===== config.mk =====
export PLATFORM = sky130hd
export DESIGN_NAME = stun_binding_response_parser_top
export DESIGN_NICKNAME = d
export VERILOG_FILES = /design/src/stunbr_pkg.sv /design/src/stunbr_front.sv /design/src/stunbr_fifo.sv /design/src/stunbr_back.sv /design/src/stun_binding_response_parser_top.sv
export SDC_FILE = /design/constraint.sdc
export NUM_CORES = 1
export LEC_CHECK = 0
export BUFFER_PORTS_ARGS = -buffer_cell sky130_fd_sc_hd__buf_4
export CAP_MARGIN = 20
export CORE_MARGIN = 1
export CORE_UTILIZATION = 40
export DETAILED_ROUTE_END_ITERATION = 16
export REMOVE_ABC_BUFFERS = 1
export SLEW_MARGIN = 30
export SYNTH_ARGS = -nofsm -noshare
export SYNTH_HDL_FRONTEND = slang
export SYNTH_SLANG_ARGS = --single-unit

===== constraint.sdc =====
create_clock -name clk -period 13.7 [get_ports clk]
set_clock_uncertainty 0.1 [all_clocks]
set_input_delay 2.74 -clock clk [delete_from_list [all_inputs] [get_ports clk]]
set_output_delay 2.74 -clock clk [all_outputs]
set_load 0.05 [all_outputs]

===== src/stunbr_pkg.sv =====
// stunbr_pkg: shared types and constants for the STUN binding response parser.
// Used by stunbr_front, stunbr_fifo, stunbr_back and the top level.
`timescale 1ns / 1ps
`default_nettype none

package stunbr_pkg;

	// Width of the byte position counter (17..32)
	localparam int POS_W = 17;

	// Classified beat queue between front and back, power-of-two depth
	localparam int FIFO_DEPTH = 2;
	localparam int FIFO_AW    = (FIFO_DEPTH > 1) ? $clog2(FIFO_DEPTH) : 1;

	localparam int HDR_LEN       = 20;
	localparam int HDR_LAST_POS  = HDR_LEN - 1;

	localparam logic [7:0]  MSG_TYPE_BYTE = 8'h01;
	localparam logic [7:0]  COOKIE_B0     = 8'h21;
	localparam logic [7:0]  COOKIE_B1     = 8'h12;
	localparam logic [7:0]  COOKIE_B2     = 8'hA4;
	localparam logic [7:0]  COOKIE_B3     = 8'h42;
	localparam logic [15:0] XMA_TYPE      = 16'h0020;
	localparam logic [15:0] XMA_MIN_LEN   = 16'd8;
	localparam logic [7:0]  FAMILY_IPV4   = 8'h01;

	typedef struct packed {
		logic [7:0]       data;
		logic             last;
		logic [POS_W-1:0] pos;
		logic             attr;    // byte lies in the attribute area of a good header
		logic             hdr_ok;  // header good and long enough, as of this byte
	} beat_t;

endpackage

`default_nettype wire


===== src/stunbr_front.sv =====
// stunbr_front: accepts datagram bytes, tracks position, checks the header
// and tags each beat for the back end. Depends on stunbr_pkg.
`timescale 1ns / 1ps
`default_nettype none

module stunbr_front (
	input  wire logic              clk,
	input  wire logic              arst_n,
	input  wire logic              push,
	output logic                   full,
	input  wire logic [7:0]        byte_in,
	input  wire logic              last_byte,
	input  wire logic              fifo_full,
	output logic                   beat_push,
	output stunbr_pkg::beat_t      beat
);

	localparam logic [stunbr_pkg::POS_W-1:0] POS_MAX  = {stunbr_pkg::POS_W{1'b1}};
	localparam logic [stunbr_pkg::POS_W-1:0] HDR_END  = stunbr_pkg::POS_W'(stunbr_pkg::HDR_LEN);
	localparam logic [stunbr_pkg::POS_W-1:0] HDR_LASTP =
		stunbr_pkg::POS_W'(stunbr_pkg::HDR_LAST_POS);

	logic [stunbr_pkg::POS_W-1:0] pos_q;
	logic [stunbr_pkg::POS_W-1:0] msg_end_q;
	logic                         hdr_valid_q;

	logic [stunbr_pkg::POS_W-1:0] msg_end_n;
	logic                         hdr_valid_n;
	logic                         in_hdr;

	assign full      = fifo_full;
	assign beat_push = push & ~fifo_full;
	assign in_hdr    = pos_q < HDR_END;

	always_comb begin
		hdr_valid_n = hdr_valid_q;
		msg_end_n   = msg_end_q;
		if (in_hdr) begin
			case (pos_q)
				stunbr_pkg::POS_W'(0), stunbr_pkg::POS_W'(1): begin
					if (byte_in != stunbr_pkg::MSG_TYPE_BYTE) hdr_valid_n = 1'b0;
				end
				stunbr_pkg::POS_W'(2): begin
					msg_end_n = HDR_END + stunbr_pkg::POS_W'({byte_in, 8'h00});
				end
				stunbr_pkg::POS_W'(3): begin
					msg_end_n = msg_end_q + stunbr_pkg::POS_W'(byte_in);
				end
				stunbr_pkg::POS_W'(4): begin
					if (byte_in != stunbr_pkg::COOKIE_B0) hdr_valid_n = 1'b0;
				end
				stunbr_pkg::POS_W'(5): begin
					if (byte_in != stunbr_pkg::COOKIE_B1) hdr_valid_n = 1'b0;
				end
				stunbr_pkg::POS_W'(6): begin
					if (byte_in != stunbr_pkg::COOKIE_B2) hdr_valid_n = 1'b0;
				end
				stunbr_pkg::POS_W'(7): begin
					if (byte_in != stunbr_pkg::COOKIE_B3) hdr_valid_n = 1'b0;
				end
				default: begin
				end
			endcase
		end
	end

	always_comb begin
		beat.data   = byte_in;
		beat.last   = last_byte;
		beat.pos    = pos_q;
		beat.attr   = hdr_valid_q & ~in_hdr & (pos_q < msg_end_q);
		beat.hdr_ok = hdr_valid_n & (pos_q >= HDR_LASTP);
	end

	always_ff @(posedge clk or negedge arst_n) begin
		if (!arst_n) begin
			pos_q       <= '0;
			hdr_valid_q <= 1'b1;
			msg_end_q   <= HDR_END;
		end else if (beat_push) begin
			if (last_byte) begin
				pos_q       <= '0;
				hdr_valid_q <= 1'b1;
				msg_end_q   <= HDR_END;
			end else begin
				if (pos_q != POS_MAX) pos_q <= pos_q + 1'b1;
				hdr_valid_q <= hdr_valid_n;
				msg_end_q   <= msg_end_n;
			end
		end
	end

endmodule

`default_nettype wire


===== src/stunbr_fifo.sv =====
// stunbr_fifo: short queue of classified beats between front and back.
// Depends on stunbr_pkg (beat_t, FIFO_DEPTH).
`timescale 1ns / 1ps
`default_nettype none

module stunbr_fifo (
	input  wire logic              clk,
	input  wire logic              arst_n,
	input  wire logic              wr_en,
	input  wire stunbr_pkg::beat_t wr_data,
	output logic                   full,
	input  wire logic              rd_en,
	output stunbr_pkg::beat_t      rd_data,
	output logic                   empty
);

	localparam logic [stunbr_pkg::FIFO_AW:0] DEPTH = (stunbr_pkg::FIFO_AW + 1)'(stunbr_pkg::FIFO_DEPTH);

	stunbr_pkg::beat_t               entry_q [stunbr_pkg::FIFO_DEPTH];
	logic [stunbr_pkg::FIFO_AW-1:0]  wr_ptr_q;
	logic [stunbr_pkg::FIFO_AW-1:0]  rd_ptr_q;
	logic [stunbr_pkg::FIFO_AW:0]    cnt_q;
	logic                            do_wr;
	logic                            do_rd;

	assign full    = cnt_q == DEPTH;
	assign empty   = cnt_q == '0;
	assign do_wr   = wr_en & ~full;
	assign do_rd   = rd_en & ~empty;
	assign rd_data = entry_q[rd_ptr_q];

	always_ff @(posedge clk or negedge arst_n) begin
		if (!arst_n) begin
			wr_ptr_q <= '0;
			rd_ptr_q <= '0;
			cnt_q    <= '0;
		end else begin
			if (do_wr) wr_ptr_q <= wr_ptr_q + 1'b1;
			if (do_rd) rd_ptr_q <= rd_ptr_q + 1'b1;
			if (do_wr && !do_rd) begin
				cnt_q <= cnt_q + 1'b1;
			end else if (do_rd && !do_wr) begin
				cnt_q <= cnt_q - 1'b1;
			end
		end
	end

	always_ff @(posedge clk) begin
		if (do_wr) entry_q[wr_ptr_q] <= wr_data;
	end

endmodule

`default_nettype wire


===== src/stunbr_back.sv =====
// stunbr_back: walks attributes, un-XORs XOR-MAPPED-ADDRESS and holds the
// result until popped. Depends on stunbr_pkg.
`timescale 1ns / 1ps
`default_nettype none

module stunbr_back (
	input  wire logic              clk,
	input  wire logic              arst_n,
	input  wire stunbr_pkg::beat_t beat,
	input  wire logic              beat_valid,
	output logic                   beat_pop,
	input  wire logic              pop,
	output logic                   empty,
	output logic                   success,
	output logic [15:0]            mapped_port,
	output logic [31:0]            mapped_address
);

	localparam int PW = stunbr_pkg::POS_W;
	localparam logic [PW-1:0] HDR_END = PW'(stunbr_pkg::HDR_LEN);

	logic [PW-1:0] attr_start_q, attr_start_n;
	logic [15:0]   type_q, type_n;
	logic [15:0]   len_q, len_n;
	logic [7:0]    fam_q, fam_n;
	logic [15:0]   cport_q, cport_n;
	logic [31:0]   caddr_q, caddr_n;
	logic          found_q, found_n;
	logic [15:0]   fport_q, fport_n;
	logic [31:0]   faddr_q, faddr_n;

	logic          res_valid_q;
	logic          res_success_q;
	logic [15:0]   res_port_q;
	logic [31:0]   res_addr_q;

	logic [PW-1:0] k;
	logic [PW:0]   value_end;
	logic [PW:0]   next_start;
	logic [PW:0]   pos_inc;
	logic          out_pop;
	logic          ok;

	assign out_pop  = pop & res_valid_q;
	assign beat_pop = beat_valid & (~beat.last | ~res_valid_q | out_pop);
	assign k        = beat.pos - attr_start_q;
	assign pos_inc  = {1'b0, beat.pos} + 1'b1;

	always_comb begin
		attr_start_n = attr_start_q;
		type_n       = type_q;
		len_n        = len_q;
		fam_n        = fam_q;
		cport_n      = cport_q;
		caddr_n      = caddr_q;
		found_n      = found_q;
		fport_n      = fport_q;
		faddr_n      = faddr_q;
		value_end    = '0;
		next_start   = '0;
		if (beat.attr) begin
			case (k)
				PW'(0):  type_n = {beat.data, 8'h00};
				PW'(1):  type_n = {type_q[15:8], beat.data};
				PW'(2):  len_n = {beat.data, 8'h00};
				PW'(3):  len_n = {len_q[15:8], beat.data};
				PW'(5):  fam_n = beat.data;
				PW'(6):  cport_n = {beat.data ^ stunbr_pkg::COOKIE_B0, 8'h00};
				PW'(7):  cport_n = {cport_q[15:8], beat.data ^ stunbr_pkg::COOKIE_B1};
				PW'(8):  caddr_n = {beat.data ^ stunbr_pkg::COOKIE_B0, 24'h0};
				PW'(9):  caddr_n = {caddr_q[31:24], beat.data ^ stunbr_pkg::COOKIE_B1, 16'h0};
				PW'(10): caddr_n = {caddr_q[31:16], beat.data ^ stunbr_pkg::COOKIE_B2, 8'h00};
				PW'(11): caddr_n = {caddr_q[31:8], beat.data ^ stunbr_pkg::COOKIE_B3};
				default: begin
				end
			endcase
			if (k >= PW'(3)) begin
				value_end  = {1'b0, attr_start_q} + (PW + 1)'(4) + (PW + 1)'(len_n);
				next_start = value_end + (PW + 1)'(3);
				next_start[1:0] = 2'b00;
				if (k >= PW'(4) && pos_inc == value_end && type_n == stunbr_pkg::XMA_TYPE
						&& len_n >= stunbr_pkg::XMA_MIN_LEN
						&& fam_n == stunbr_pkg::FAMILY_IPV4) begin
					found_n = 1'b1;
					fport_n = cport_n;
					faddr_n = caddr_n;
				end
				// value padded to a 4-byte boundary: next attribute starts here
				if (pos_inc == next_start) attr_start_n = pos_inc[PW-1:0];
			end
		end
	end

	assign ok = beat.hdr_ok & found_n;

	always_ff @(posedge clk or negedge arst_n) begin
		if (!arst_n) begin
			attr_start_q <= HDR_END;
			type_q       <= '0;
			len_q        <= '0;
			fam_q        <= '0;
			cport_q      <= '0;
			caddr_q      <= '0;
			found_q      <= 1'b0;
			fport_q      <= '0;
			faddr_q      <= '0;
			res_valid_q  <= 1'b0;
		end else begin
			if (beat_pop) begin
				if (beat.last) begin
					attr_start_q <= HDR_END;
					type_q       <= '0;
					len_q        <= '0;
					fam_q        <= '0;
					cport_q      <= '0;
					caddr_q      <= '0;
					found_q      <= 1'b0;
					fport_q      <= '0;
					faddr_q      <= '0;
				end else begin
					attr_start_q <= attr_start_n;
					type_q       <= type_n;
					len_q        <= len_n;
					fam_q        <= fam_n;
					cport_q      <= cport_n;
					caddr_q      <= caddr_n;
					found_q      <= found_n;
					fport_q      <= fport_n;
					faddr_q      <= faddr_n;
				end
			end
			if (beat_pop && beat.last) begin
				res_valid_q <= 1'b1;
			end else if (out_pop) begin
				res_valid_q <= 1'b0;
			end
		end
	end

	always_ff @(posedge clk) begin
		if (beat_pop && beat.last) begin
			res_success_q <= ok;
			res_port_q    <= ok ? fport_n : 16'h0;
			res_addr_q    <= ok ? faddr_n : 32'h0;
		end
	end

	assign empty          = ~res_valid_q;
	assign success        = res_success_q;
	assign mapped_port    = res_port_q;
	assign mapped_address = res_addr_q;

endmodule

`default_nettype wire


===== src/stun_binding_response_parser_top.sv =====
// Latency: a result shows (empty low) once its last byte has gone through the
// beat queue and been caught in the result register.
// Throughput: one byte per cycle; a held result stalls the back end only at
// the next datagram's last byte, and full rises once the 2-entry beat queue fills.
// Reset (arst_n low) empties the queue and result slot and restarts parsing.
`timescale 1ns / 1ps
`default_nettype none

module stun_binding_response_parser_top (
	input  wire logic        clk,
	input  wire logic        arst_n,
	input  wire logic        push,
	output logic             full,
	input  wire logic [7:0]  byte_in,
	input  wire logic        last_byte,
	output logic             empty,
	input  wire logic        pop,
	output logic             success,
	output logic [15:0]      mapped_port,
	output logic [31:0]      mapped_address
);

	stunbr_pkg::beat_t front_beat;
	stunbr_pkg::beat_t back_beat;
	logic              beat_push;
	logic              beat_pop;
	logic              q_full;
	logic              q_empty;

	stunbr_front u_front (
		.clk       (clk),
		.arst_n    (arst_n),
		.push      (push),
		.full      (full),
		.byte_in   (byte_in),
		.last_byte (last_byte),
		.fifo_full (q_full),
		.beat_push (beat_push),
		.beat      (front_beat)
	);

	stunbr_fifo u_fifo (
		.clk     (clk),
		.arst_n  (arst_n),
		.wr_en   (beat_push),
		.wr_data (front_beat),
		.full    (q_full),
		.rd_en   (beat_pop),
		.rd_data (back_beat),
		.empty   (q_empty)
	);

	stunbr_back u_back (
		.clk            (clk),
		.arst_n         (arst_n),
		.beat           (back_beat),
		.beat_valid     (~q_empty),
		.beat_pop       (beat_pop),
		.pop            (pop),
		.empty          (empty),
		.success        (success),
		.mapped_port    (mapped_port),
		.mapped_address (mapped_address)
	);

endmodule

`default_nettype wire


; Word-level counts from Yosys, hierarchy flattened
; Memories as Yosys holds them, arrays and structs flattened.
; Cells that the tools add are included.
; Widths: inputs -> output; s select.
[word_totals]
reg_bits = 243
ramBits = 56
output_inout_bits = 51
wordCells = 164
memories = 1
[memory_table]
columns = name, words, width, read_ports, rd_clocked_by_memory_dff, wr, line
row1 = u_fifo.entry_q, 2, 28, 1, 0, 1, stunbr_fifo.sv:19  ; stunbr_pkg::beat_t entry_q [stunbr_pkg::FIFO_DEPTH];
[classes]
add_sub_neg = 12
magnitude_cmp = 6
eq_ne = 28
n_mux = 53
n_bitwise = 20
reduce_logical = 25
[ops]
columns = op, n
row1 = $mux 16, 12
row2 = $mux 32, 6
row3 = $mux 17, 8
row4 = $pmux 32 s4, 1
row5 = $eq 17x3->1 const B, 7
row6 = $pmux 16 s2, 3
row7 = $eq 17x2->1 const B, 4
row8 = $eq 17x4->1 const B, 4
row9 = $eq 18x18->1, 2
row10 = $eq 17x1->1 const B, 2
row11 = $logic_not 17->1, 2
row12 = $pmux 17 s2, 1
row13 = $mux 8, 4
row14 = $add 17x1->18 const B, 1
row15 = $add 17x3->18 const B, 1
row16 = $add 18x16->18, 1
row17 = $add 18x2->18 const B, 1
row18 = $add 17x1->17 const B, 1
row19 = $add 17x8->17, 1
row20 = $add 5x16->17 const A, 1
row21 = $ge 17x2->1 const B, 1
row22 = $ge 17x3->1 const B, 1
row23 = $ge 17x5->1 const B, 1
row24 = $lt 17x17->1, 1
row25 = 32 further kinds, 77

; Longest topological paths before layout
; Gate-level depths: netlist of run 1.
; An unclocked memory read counts as a cell.
[logic_depth]
word_depth = 15
ltp_mapped = 38

; Hierarchy
; A second synthesis of run 1 with hierarchy kept.
[unflattened]
cells_unflattened = 1727
hier_area_um2 = 17641.9
[by_module_without_submodules]
columns = module, n_inst, cells_per_inst, area_per_inst_um2, seq_area_each_um2
row1 = stunbr_back, 1, 1277, 12484.5, 5352.6
row2 = stunbr_front, 1, 343, 2889.0, 879.6
row3 = stunbr_fifo, 1, 106, 2264.7, 1781.7
row4 = stun_binding_response_parser_top, 1, 1, 3.8, 0.0

; Worst setup path after synthesis of run 1
; No wires, ideal clock.
[synth_path]
path_type = reg-to-reg
from = register u_fifo.rd_ptr_q
to = register u_back.attr_start_q[10]
arrival_time_ns = 7.949
t_required_ns = 13.472
path_slack_ns = 5.523
path_stages_with_launch = 37
path_buffers = 9
synth_period_minus_slack_ns = 8.177
cell_sequence = dfrtp_1 -> buf_6 -> buf_6 -> buf_6 -> buf_2 -> buf_1 -> mux2i_1 -> fa_1 -> nand2b_1 -> a211oi_1 -> nor2_1 -> o31a_1 -> a32oi_1 -> nand4_2 -> nor4b_4 -> nand2_1 -> clkbuf_1 -> a21o_1 -> ha_1 -> ha_1 -> inv_1 -> fa_1 -> nand2b_1 -> a21o_1 -> nand2_1 -> xor2_1 -> and4_1 -> buf_2 -> nand3_1 -> or4_1 -> a211o_1 -> a211oi_2 -> nand4_1 -> and2_1 -> buf_2 -> buf_4 -> o2bb2ai_2
[synth_between]
elab_chain_cells = 10
[synth_rtl]
columns = element, line
row1 = from (decl), stunbr_fifo.sv:21  ; logic [stunbr_pkg::FIFO_AW-1:0] rd_ptr_q;
row2 = from (signal assigned), stunbr_fifo.sv:39  ; if (do_rd) rd_ptr_q <= rd_ptr_q + 1'b1;
row3 = $mem_v2 2x28 (*), -
row4 = $sub 17x17->17, stunbr_back.sv:46  ; assign k = beat.pos - attr_start_q;
row5 = $eq 17x2->1, stunbr_back.sv:62  ; case (k)
row6 = $pmux 16 s2, stunbr_back.sv:62
row7 = $mux 16, stunbr_back.sv:61  ; if (beat.attr) begin
row8 = $add 18x16->18, stunbr_back.sv:78  ; value_end = {1'b0, attr_start_q} + (PW + 1)'(4) + (PW + 1)'(len_n);
row9 = $add 18x2->18, stunbr_back.sv:79  ; next_start = value_end + (PW + 1)'(3);
row10 = $eq 18x18->1, stunbr_back.sv:89  ; if (pos_inc == next_start) attr_start_n = pos_inc[PW-1:0];
row11 = $reduce_bool 2->1 (no source line), -
row12 = $reduce_and 4->1 (no source line), -
row13 = to (signal assigned), stunbr_back.sv:121  ; attr_start_q <= attr_start_n;
row14 = to (decl), stunbr_back.sv:22  ; logic [PW-1:0] attr_start_q, attr_start_n;
; Every way passes the cells marked *; elsewhere a longest branch is shown, timed or not. The select of a mux whose other input is x is not followed.
; A chain may end at the register's enable or synchronous reset.

; Final worst setup path of run 1
[layout_path]
from = register u_fifo.rd_ptr_q
to = register u_back.fport_q[2]
[layout_between]
elab_chain_cells = 15
[layout_rtl]
columns = element, line
row1 = $mem_v2 2x28 (*), -
row2 = $sub 17x17->17, stunbr_back.sv:46
row3 = $eq 17x2->1, stunbr_back.sv:62
row4 = $pmux 16 s2, stunbr_back.sv:62
row5 = $mux 16, stunbr_back.sv:61
row6 = $add 18x16->18, stunbr_back.sv:78
row7 = $eq 18x18->1, stunbr_back.sv:81  ; if (k >= PW'(4) && pos_inc == value_end && type_n == stunbr_pkg::XMA_TYPE
row8 = $logic_and 1x1->1 (2 in a row), stunbr_back.sv:81
row9 = $logic_and 1x1->1, stunbr_back.sv:82  ; && len_n >= stunbr_pkg::XMA_MIN_LEN
row10 = $logic_and 1x1->1, stunbr_back.sv:83  ; && fam_n == stunbr_pkg::FAMILY_IPV4) begin
row11 = $mux 16, stunbr_back.sv:81
row12 = $mux 16, stunbr_back.sv:77  ; if (k >= PW'(3)) begin
row13 = $mux 16, stunbr_back.sv:61
row14 = $mux 16, stunbr_back.sv:110  ; if (beat.last) begin
row15 = to (signal assigned), stunbr_back.sv:128  ; fport_q <= fport_n;
row16 = to (decl), stunbr_back.sv:29  ; logic [15:0] fport_q, fport_n;
; Marks and branches as above.

==> results by group, run 1 <==
Outcome
  • Outcome: finished clean

Clock network
  • TritonCTS Buffers: 35
  • CTS Sinks: ~300
  • Worst skew pair latency: 520 ps
  • CTS resizes: 0
  • Worst-path clk slew: 60 ps
  • Setup bufs post-CTS: 0
  • Cts hold-fix bufs: 0
  • CTS HTree Levels: 2
  • Clock root cell: clkbuf_16
  • Max clock buf depth: 3
  • CTS tree: built

Timing
  • Setup violators final: 0
  • Relative slew slack: a little over a third
  • Slew Viols, Final: 0
  • Worst Hold Margin: 366 ps
  • Post-route minimum period: 10180 ps
  • Worst Tran Pin Value: around 970 ps
  • Total negative slack: 0 ps
  • RSZ-0062 raised after global routing: no
  • Max Fclk: 98.3 MHz
  • Fin crit share: 74.3%
  • Final Hold Vio Count: 0

Final layout
  • Nets@finish: 1883
  • Layout cells sized above 1: 11.6%
  • Antenna cells: 0
  • Fillcell total: 4093
  • Area grow syn2layout: 12.2%
  • Non-filler cells, final: between 2000 and 2500

Die
  • Die W: 212 microns
  • CORE AREA: between 0.04 and 0.05 sq mm
  • Die Ht: 212 microns
  • Full die area: 0.0447 sq mm
  • Initial Util: 40.7%
  • Rows: 76
  • Io pins: 64

Synth
  • Yosys warns: 0
  • Ys async rst share: 64.9%
  • Syn Inst Count: 1754
  • Post-Syn Area: 0.0176 sq mm
  • Sequential fraction of the synthesis area: between 40% and 50%
  • Number of synthesized flops with an enable pin: 105
  • Top-area cell type share of the netlist area: 26.9%
  • Register bit count reported by yosys: around 300
  • Avg Cell Area, Syn: 10.0 sq um
  • Largest cells by area after synthesis: dfrtp_1 (27%), edfxtp_1 (18%), ha_1 (5.7%), nand2_1 (4.6%), a22o_1 (3.5%)
  • Yosys top cell by area: dfrtp_1
  • Most common cell in the synthesized netlist: nand2_1
  • Yosys cell types: 90
  • Ys flop type: dfrtp_1
  • Commonest cells post-synth: nand2_1 (214), dfrtp_1 (189), nor2_1 (121), o21ai_0 (120), edfxtp_1 (105)

Power and ir drop
  • Power Dens Cells: approximately 180 mW/mm^2
  • LEAKAGE: slightly above 8 nW
  • Max VDD drop: 0.102 mV
  • Design Power: roughly 0.0035 W

Route
  • Post-DRT Antenna Nets: 0
  • Wire per inst: 19.0 microns
  • DRC errors left: 0
  • Drt pass-1 iters: 7
  • DRT Wirelength: ~46000 microns
  • Vias/cell: ~5.7
  • Initial DRC Count: between 800 and 900
  • Via Count: roughly 14000

Critical path
  • Critical path's largest stage delay: between 700 and 800 ps
  • CP startpoint kind: flop
  • Crit Path Category: flop to flop
  • Critical Path AT: 10500 ps
  • Worst R2R Start: u_fifo.rd_ptr_q$_DFFE_PN0P_
  • CP Max Fanout: 52
  • Critical Path Slowest Stage Cell: nand2_1
  • Reg2Reg Depth: 30
  • Most frequent CP cell: ha_1
  • Crit path launch: u_fifo.rd_ptr_q$_DFFE_PN0P_
  • CP endpoint kind: flop
  • WP data required: 14030 ps

Placement
  • Placed insts: 2335
  • Placer Congestion: around 0.89
  • HPWL Detailed: about 31000 microns
  • Number of port buffers: 63

GRT
  • Number of global-route vias before repair: 13094
  • Largest net degree at the start of global routing: 80
  • GRT Total Usage: between 20% and 30%
  • Global-route congestion overflow total: 0
  • Initial antenna violation count: 0
  • First-pass GRT wire length: 72700 microns

Hold path
  • Hold WC Path Type: flop to flop
  • Worst hold start: u_back.fam_q[0]$_DFFE_PN0P_
  • Hold Crit Depth: 2

Job
  • Max cap viols: 0
## registers in the layout, summed over array words and instances, names as in the netlist, 8 cells and up
| register | count |
|---|---|
| u_fifo.entry_q | 56 |
| u_back.cport_q | 16 |
| u_back.len_q | 16 |
| u_back.attr_start_q | 17 |
| u_back.type_q | 16 |
| u_back.faddr_q | 32 |
| u_back.mapped_port | 16 |
| u_back.fport_q | 16 |
| u_back.fam_q | 8 |
| u_back.caddr_q | 32 |
| u_front.pos_q | 17 |
| u_front.msg_end_q | 17 |
| u_back.mapped_address | 32 |
## cells by family after synthesis
kind of cell	share of synthesized area, %
AOI/OAI and AO/OA	17.8
buffers and inverters	4.05
and+or+nand+nor	17.0
DFF	45.6
adders and majority gates	6.04
xor gates and xnor gates	4.28
muxes	5.13
## cell type report
type,count,area (sq um),area share (%)
multi-input combinational,1288,8880,45.1
sequential,299,8020,40.7
tap,585,732,3.72
clock inverter,21,173,0.877
timing repair buffer,85,648,3.29
clock buffer,43,947,4.81
inverter,78,295,1.50
## worst max-delay path: cells and delay by family, from the launching register on
family,cells,cell delay [ps]
adder cells (fa/ha/maj),3,1070
multiplexers,1,510
AO/OA/AOI/OAI,9,2610
AND/OR/NAND/NOR,12,3740
flip-flops,1,340
buffers and inverters,4,1340
XOR/XNOR,1,250
## cells in the final DEF (no fill, tap or decap), drive strengths merged, types with 9 or more instances in the layout
master,count
a211oi,13
a21o,24
a21oi,88
a22o,71
a22oi,14
and2,14
and3,24
buf,84
clkbuf,44
clkinv,16
dfrtp,189
edfxtp,105
ha,80
inv,79
mux2,37
mux2i,48
nand2,214
nand2b,18
nand3,40
nand3b,25
nand4,24
nor2,122
nor3,43
nor4,19
o211ai,9
o21ai,121
o2bb2ai,38
or3,12
xnor2,51
xor2,20
## where the power goes
group | switching (W) | internal, W
sequential | 0.0000644 | 0.00108
clock | 0.000376 | 0.000533
combinational | 0.00106 | 0.000415
total | 0.00150 | 0.00203
## metrics by stage
step / instance area (sq um) / setup WS [ps] / util (%)
finish: 19700 / 3520 / 45.6
global route: 19700 / 2920 / 45.6
CTS: 19700 / 3660 / 45.6
detailed placement: 18600 / 3690 / 43.0
global placement: 18600 / 3830 / 43.0
floorplan: 17100 / 3900 / -
## layer usage
metal / up-vias / track usage [%] / share of wire (%)
met4: 0 / 5.92 / 2.5
met2: 345 / 32.5 / 46
li1: 6501 / - / -
met1: 6657 / 28.9 / 47
met5: - / 0 / 0
met3: 71 / 3.09 / 4.8
## worst paths after layout
kind	endpoint	slack (ps)
min in group asynchronous	u_back.fport_q[4]$_DFFE_PN0P_	2150
min reg2reg	u_back.fam_q[0]$_DFFE_PN0P_	370
min	u_back.fam_q[0]$_DFFE_PN0P_	370
max in group asynchronous	u_fifo.rd_ptr_q$_DFFE_PN0P_	10220
max	u_back.fport_q[2]$_DFFE_PN0P_	3520
max reg2reg	u_back.fport_q[2]$_DFFE_PN0P_	3520
Note: power is estimated with default switching activity, not from simulation.
==> inputs of run 2 (changes only) <==
==> constraint.sdc (replaced) <==
create_clock -name clk -period 10 [get_ports clk]
set_clock_uncertainty 0.1 [all_clocks]
set_input_delay 2 -clock clk [delete_from_list [all_inputs] [get_ports clk]]
set_output_delay 2 -clock clk [all_outputs]
set_load 0.05 [all_outputs]
==> run 2 against run 1 <==
Core utilization increased by 0.25 points. Final area increased by 0.54%. Largest cell class unchanged. Largest power group unchanged. Flip-flop and latch count unchanged. Sequential power increased by 39%. Total power increased by 39%. Via count increased by 0.77%. Clock-buffer cell count increased by 13. Combinational power increased by 37%. Die area unchanged.
==> results by group, run 2 (synthesis gave the netlist of run 1 again) <==
Outcome
  • Outcome: finished clean

Final layout
  • Biggest register: u_fifo.entry_q
  • Layout cells sized above 1: a little under an eighth
  • Antenna cells: 0
  • Area grow syn2layout: 12.8%
  • Commonest cells after routing, fill and taps aside: nand2_1 (214), dfrtp_1 (188), nor2_1 (119), o21ai_0 (119), edfxtp_1 (105)
  • Core Util, Final: about 46%
  • Max reg flops: 56
  • Most common cell after layout, fill and taps aside: nand2_1
  • Nets@finish: 1891

Placement
  • Placer Congestion: 0.916
  • Number of port buffers: 63
  • HPWL Detailed: between 30000 and 40000 microns

Timing
  • Final Hold Vio Count: 0
  • Setup violators final: 0
  • Worst Tran Pin Value: 904 ps
  • Fin crit share: 93.6%
  • Relative slew slack: roughly 40%
  • Max Fclk: 107 MHz
  • Post-route minimum period: about 9400 ps
  • Slew Viols, Final: 0
  • Worst Hold Margin: 366 ps
  • RSZ-0062 raised after global routing: no
  • Total negative slack: 0 ps

Route
  • DRC errors left: 0
  • Vias/cell: 5.68
  • Via Count: 13678
  • Post-DRT Antenna Nets: 0
  • Drt pass-1 iters: 5
  • DRT Wirelength: 46500 microns
  • Initial DRC Count: just over 900
  • Wire per inst: 19.3 microns

Critical path
  • CP startpoint kind: flop
  • WP data required: 10300 ps
  • Top Family by Delay on Critical Path: simple AND/OR/NAND/NOR gates
  • CP endpoint kind: flop
  • Critical path's largest stage delay: 670 ps
  • Critical Path AT: roughly 9700 ps
  • Most frequent CP cell: ha_1
  • CP Max Fanout: 48
  • Buf+Inv Stages, Crit Path: 4
  • Crit Path Category: flop to flop
  • R2R Setup Slk: ~640 ps
  • Critical Path Slowest Stage Cell: dfrtp_4

Die
  • Rows: 76
  • Die W: 212 microns
  • Full die area: approximately 0.045 sq mm
  • Initial Util: between 40% and 50%
  • CORE AREA: 0.0432 sq mm
  • Io pins: 64
  • Die Ht: ~210 microns

Clock network
  • CTS HTree Levels: 2
  • Cts hold-fix bufs: 0
  • Worst skew pair latency: 530 ps
  • TritonCTS Buffers: 35
  • Setup bufs post-CTS: 0
  • CTS Sinks: 299
  • Worst-path clk slew: 60 ps
  • CTS resizes: 0
  • CTS tree: built
  • Max clock buf depth: 3
  • Clock root cell: clkbuf_16

Power and ir drop
  • Max VDD drop: 0.168 mV
  • Power Dens Cells: 247 mW/mm^2
  • LEAKAGE: 8.32 nW

GRT
  • Global-route congestion overflow total: 0
  • Initial antenna violation count: 0
  • Number of global-route vias before repair: 13447
  • Largest net degree at the start of global routing: 90
  • GRT Total Usage: 21.1%
  • First-pass GRT wire length: 74900 microns

Hold path
  • Hold WC Path Type: flop to flop

Job
  • Max cap viols: 0
-- run 2: cell types whose count changed in the layout (fill, tap and decap cells not counted), sizes merged --
cell      previous run  this run
buf                 84        92
bufinv               2         1
clkbuf              44        57
clkinv              16         7
clkinvlp             2         0
inv                 79        78
-- run 2: area by class of cell --
type / count / area (sq um)
Inverter: 78 / 295
Timing Repair Buffer: 93 / 717
Tap cell: 585 / 732
Clock buffer: 56 / 1070
Fill cell: 4131 / 23400
Sequential cell: 299 / 8020
Clock inverter: 8 / 78.8
Multi-Input combinational cell: 1288 / 8890
-- run 2: tightest hold or removal path, cell delays in order (launching register included) --
cell and delay [ps]:
dfrtp_1 340, nand2_1 50, nand2_1 50
-- run 2: power by group --
group | leakage [nW] | internal, W | total [W] | switching, W
Combinational | 4.08 | 0.000577 | 0.00203 | 0.00145
Sequential | 3.68 | 0.00148 | 0.00159 | 0.000112
Clock | 0.563 | 0.000760 | 0.00127 | 0.000509
-- run 2: stage by stage --
stage          setup slack, ps  cells  instance area, sq um  total power, W
5_1_grt                    109   2407                 19800         0.00514
6_report                   639   2407                 19800         0.00489
3_3_place_gp               552   2343                 18600         0.00361
4_1_cts                    381   2407                 19800         0.00491
2_1_floorplan              201   1665                 17100         0.00292
3_5_place_dp               444   2343                 18600         0.00362
-- run 2: layer usage --
layer,vias to the layer above,track usage (%),wire [microns]
met1,6749,29.9,21700
li1,6511,-,-
met5,-,0,0
met4,0,5.77,1100
met3,76,2.66,2000
met2,342,34.0,21800
-- run 2: worst paths after layout --
path / cells past startpoint / to / start
worst max register to register: 30 / u_back.fport_q[11]$_DFFE_PN0P_ / u_fifo.rd_ptr_q$_DFFE_PN0P_
min in group asynchronous: 1 / u_back.faddr_q[18]$_DFFE_PN0P_ / arst_n
worst max-delay path: 30 / u_back.fport_q[11]$_DFFE_PN0P_ / u_fifo.rd_ptr_q$_DFFE_PN0P_
max in group asynchronous: 3 / u_back.faddr_q[26]$_DFFE_PN0P_ / arst_n
worst min register to register: 2 / u_back.fam_q[0]$_DFFE_PN0P_ / u_back.fam_q[0]$_DFFE_PN0P_
worst min-delay path: 2 / u_back.fam_q[0]$_DFFE_PN0P_ / u_back.fam_q[0]$_DFFE_PN0P_
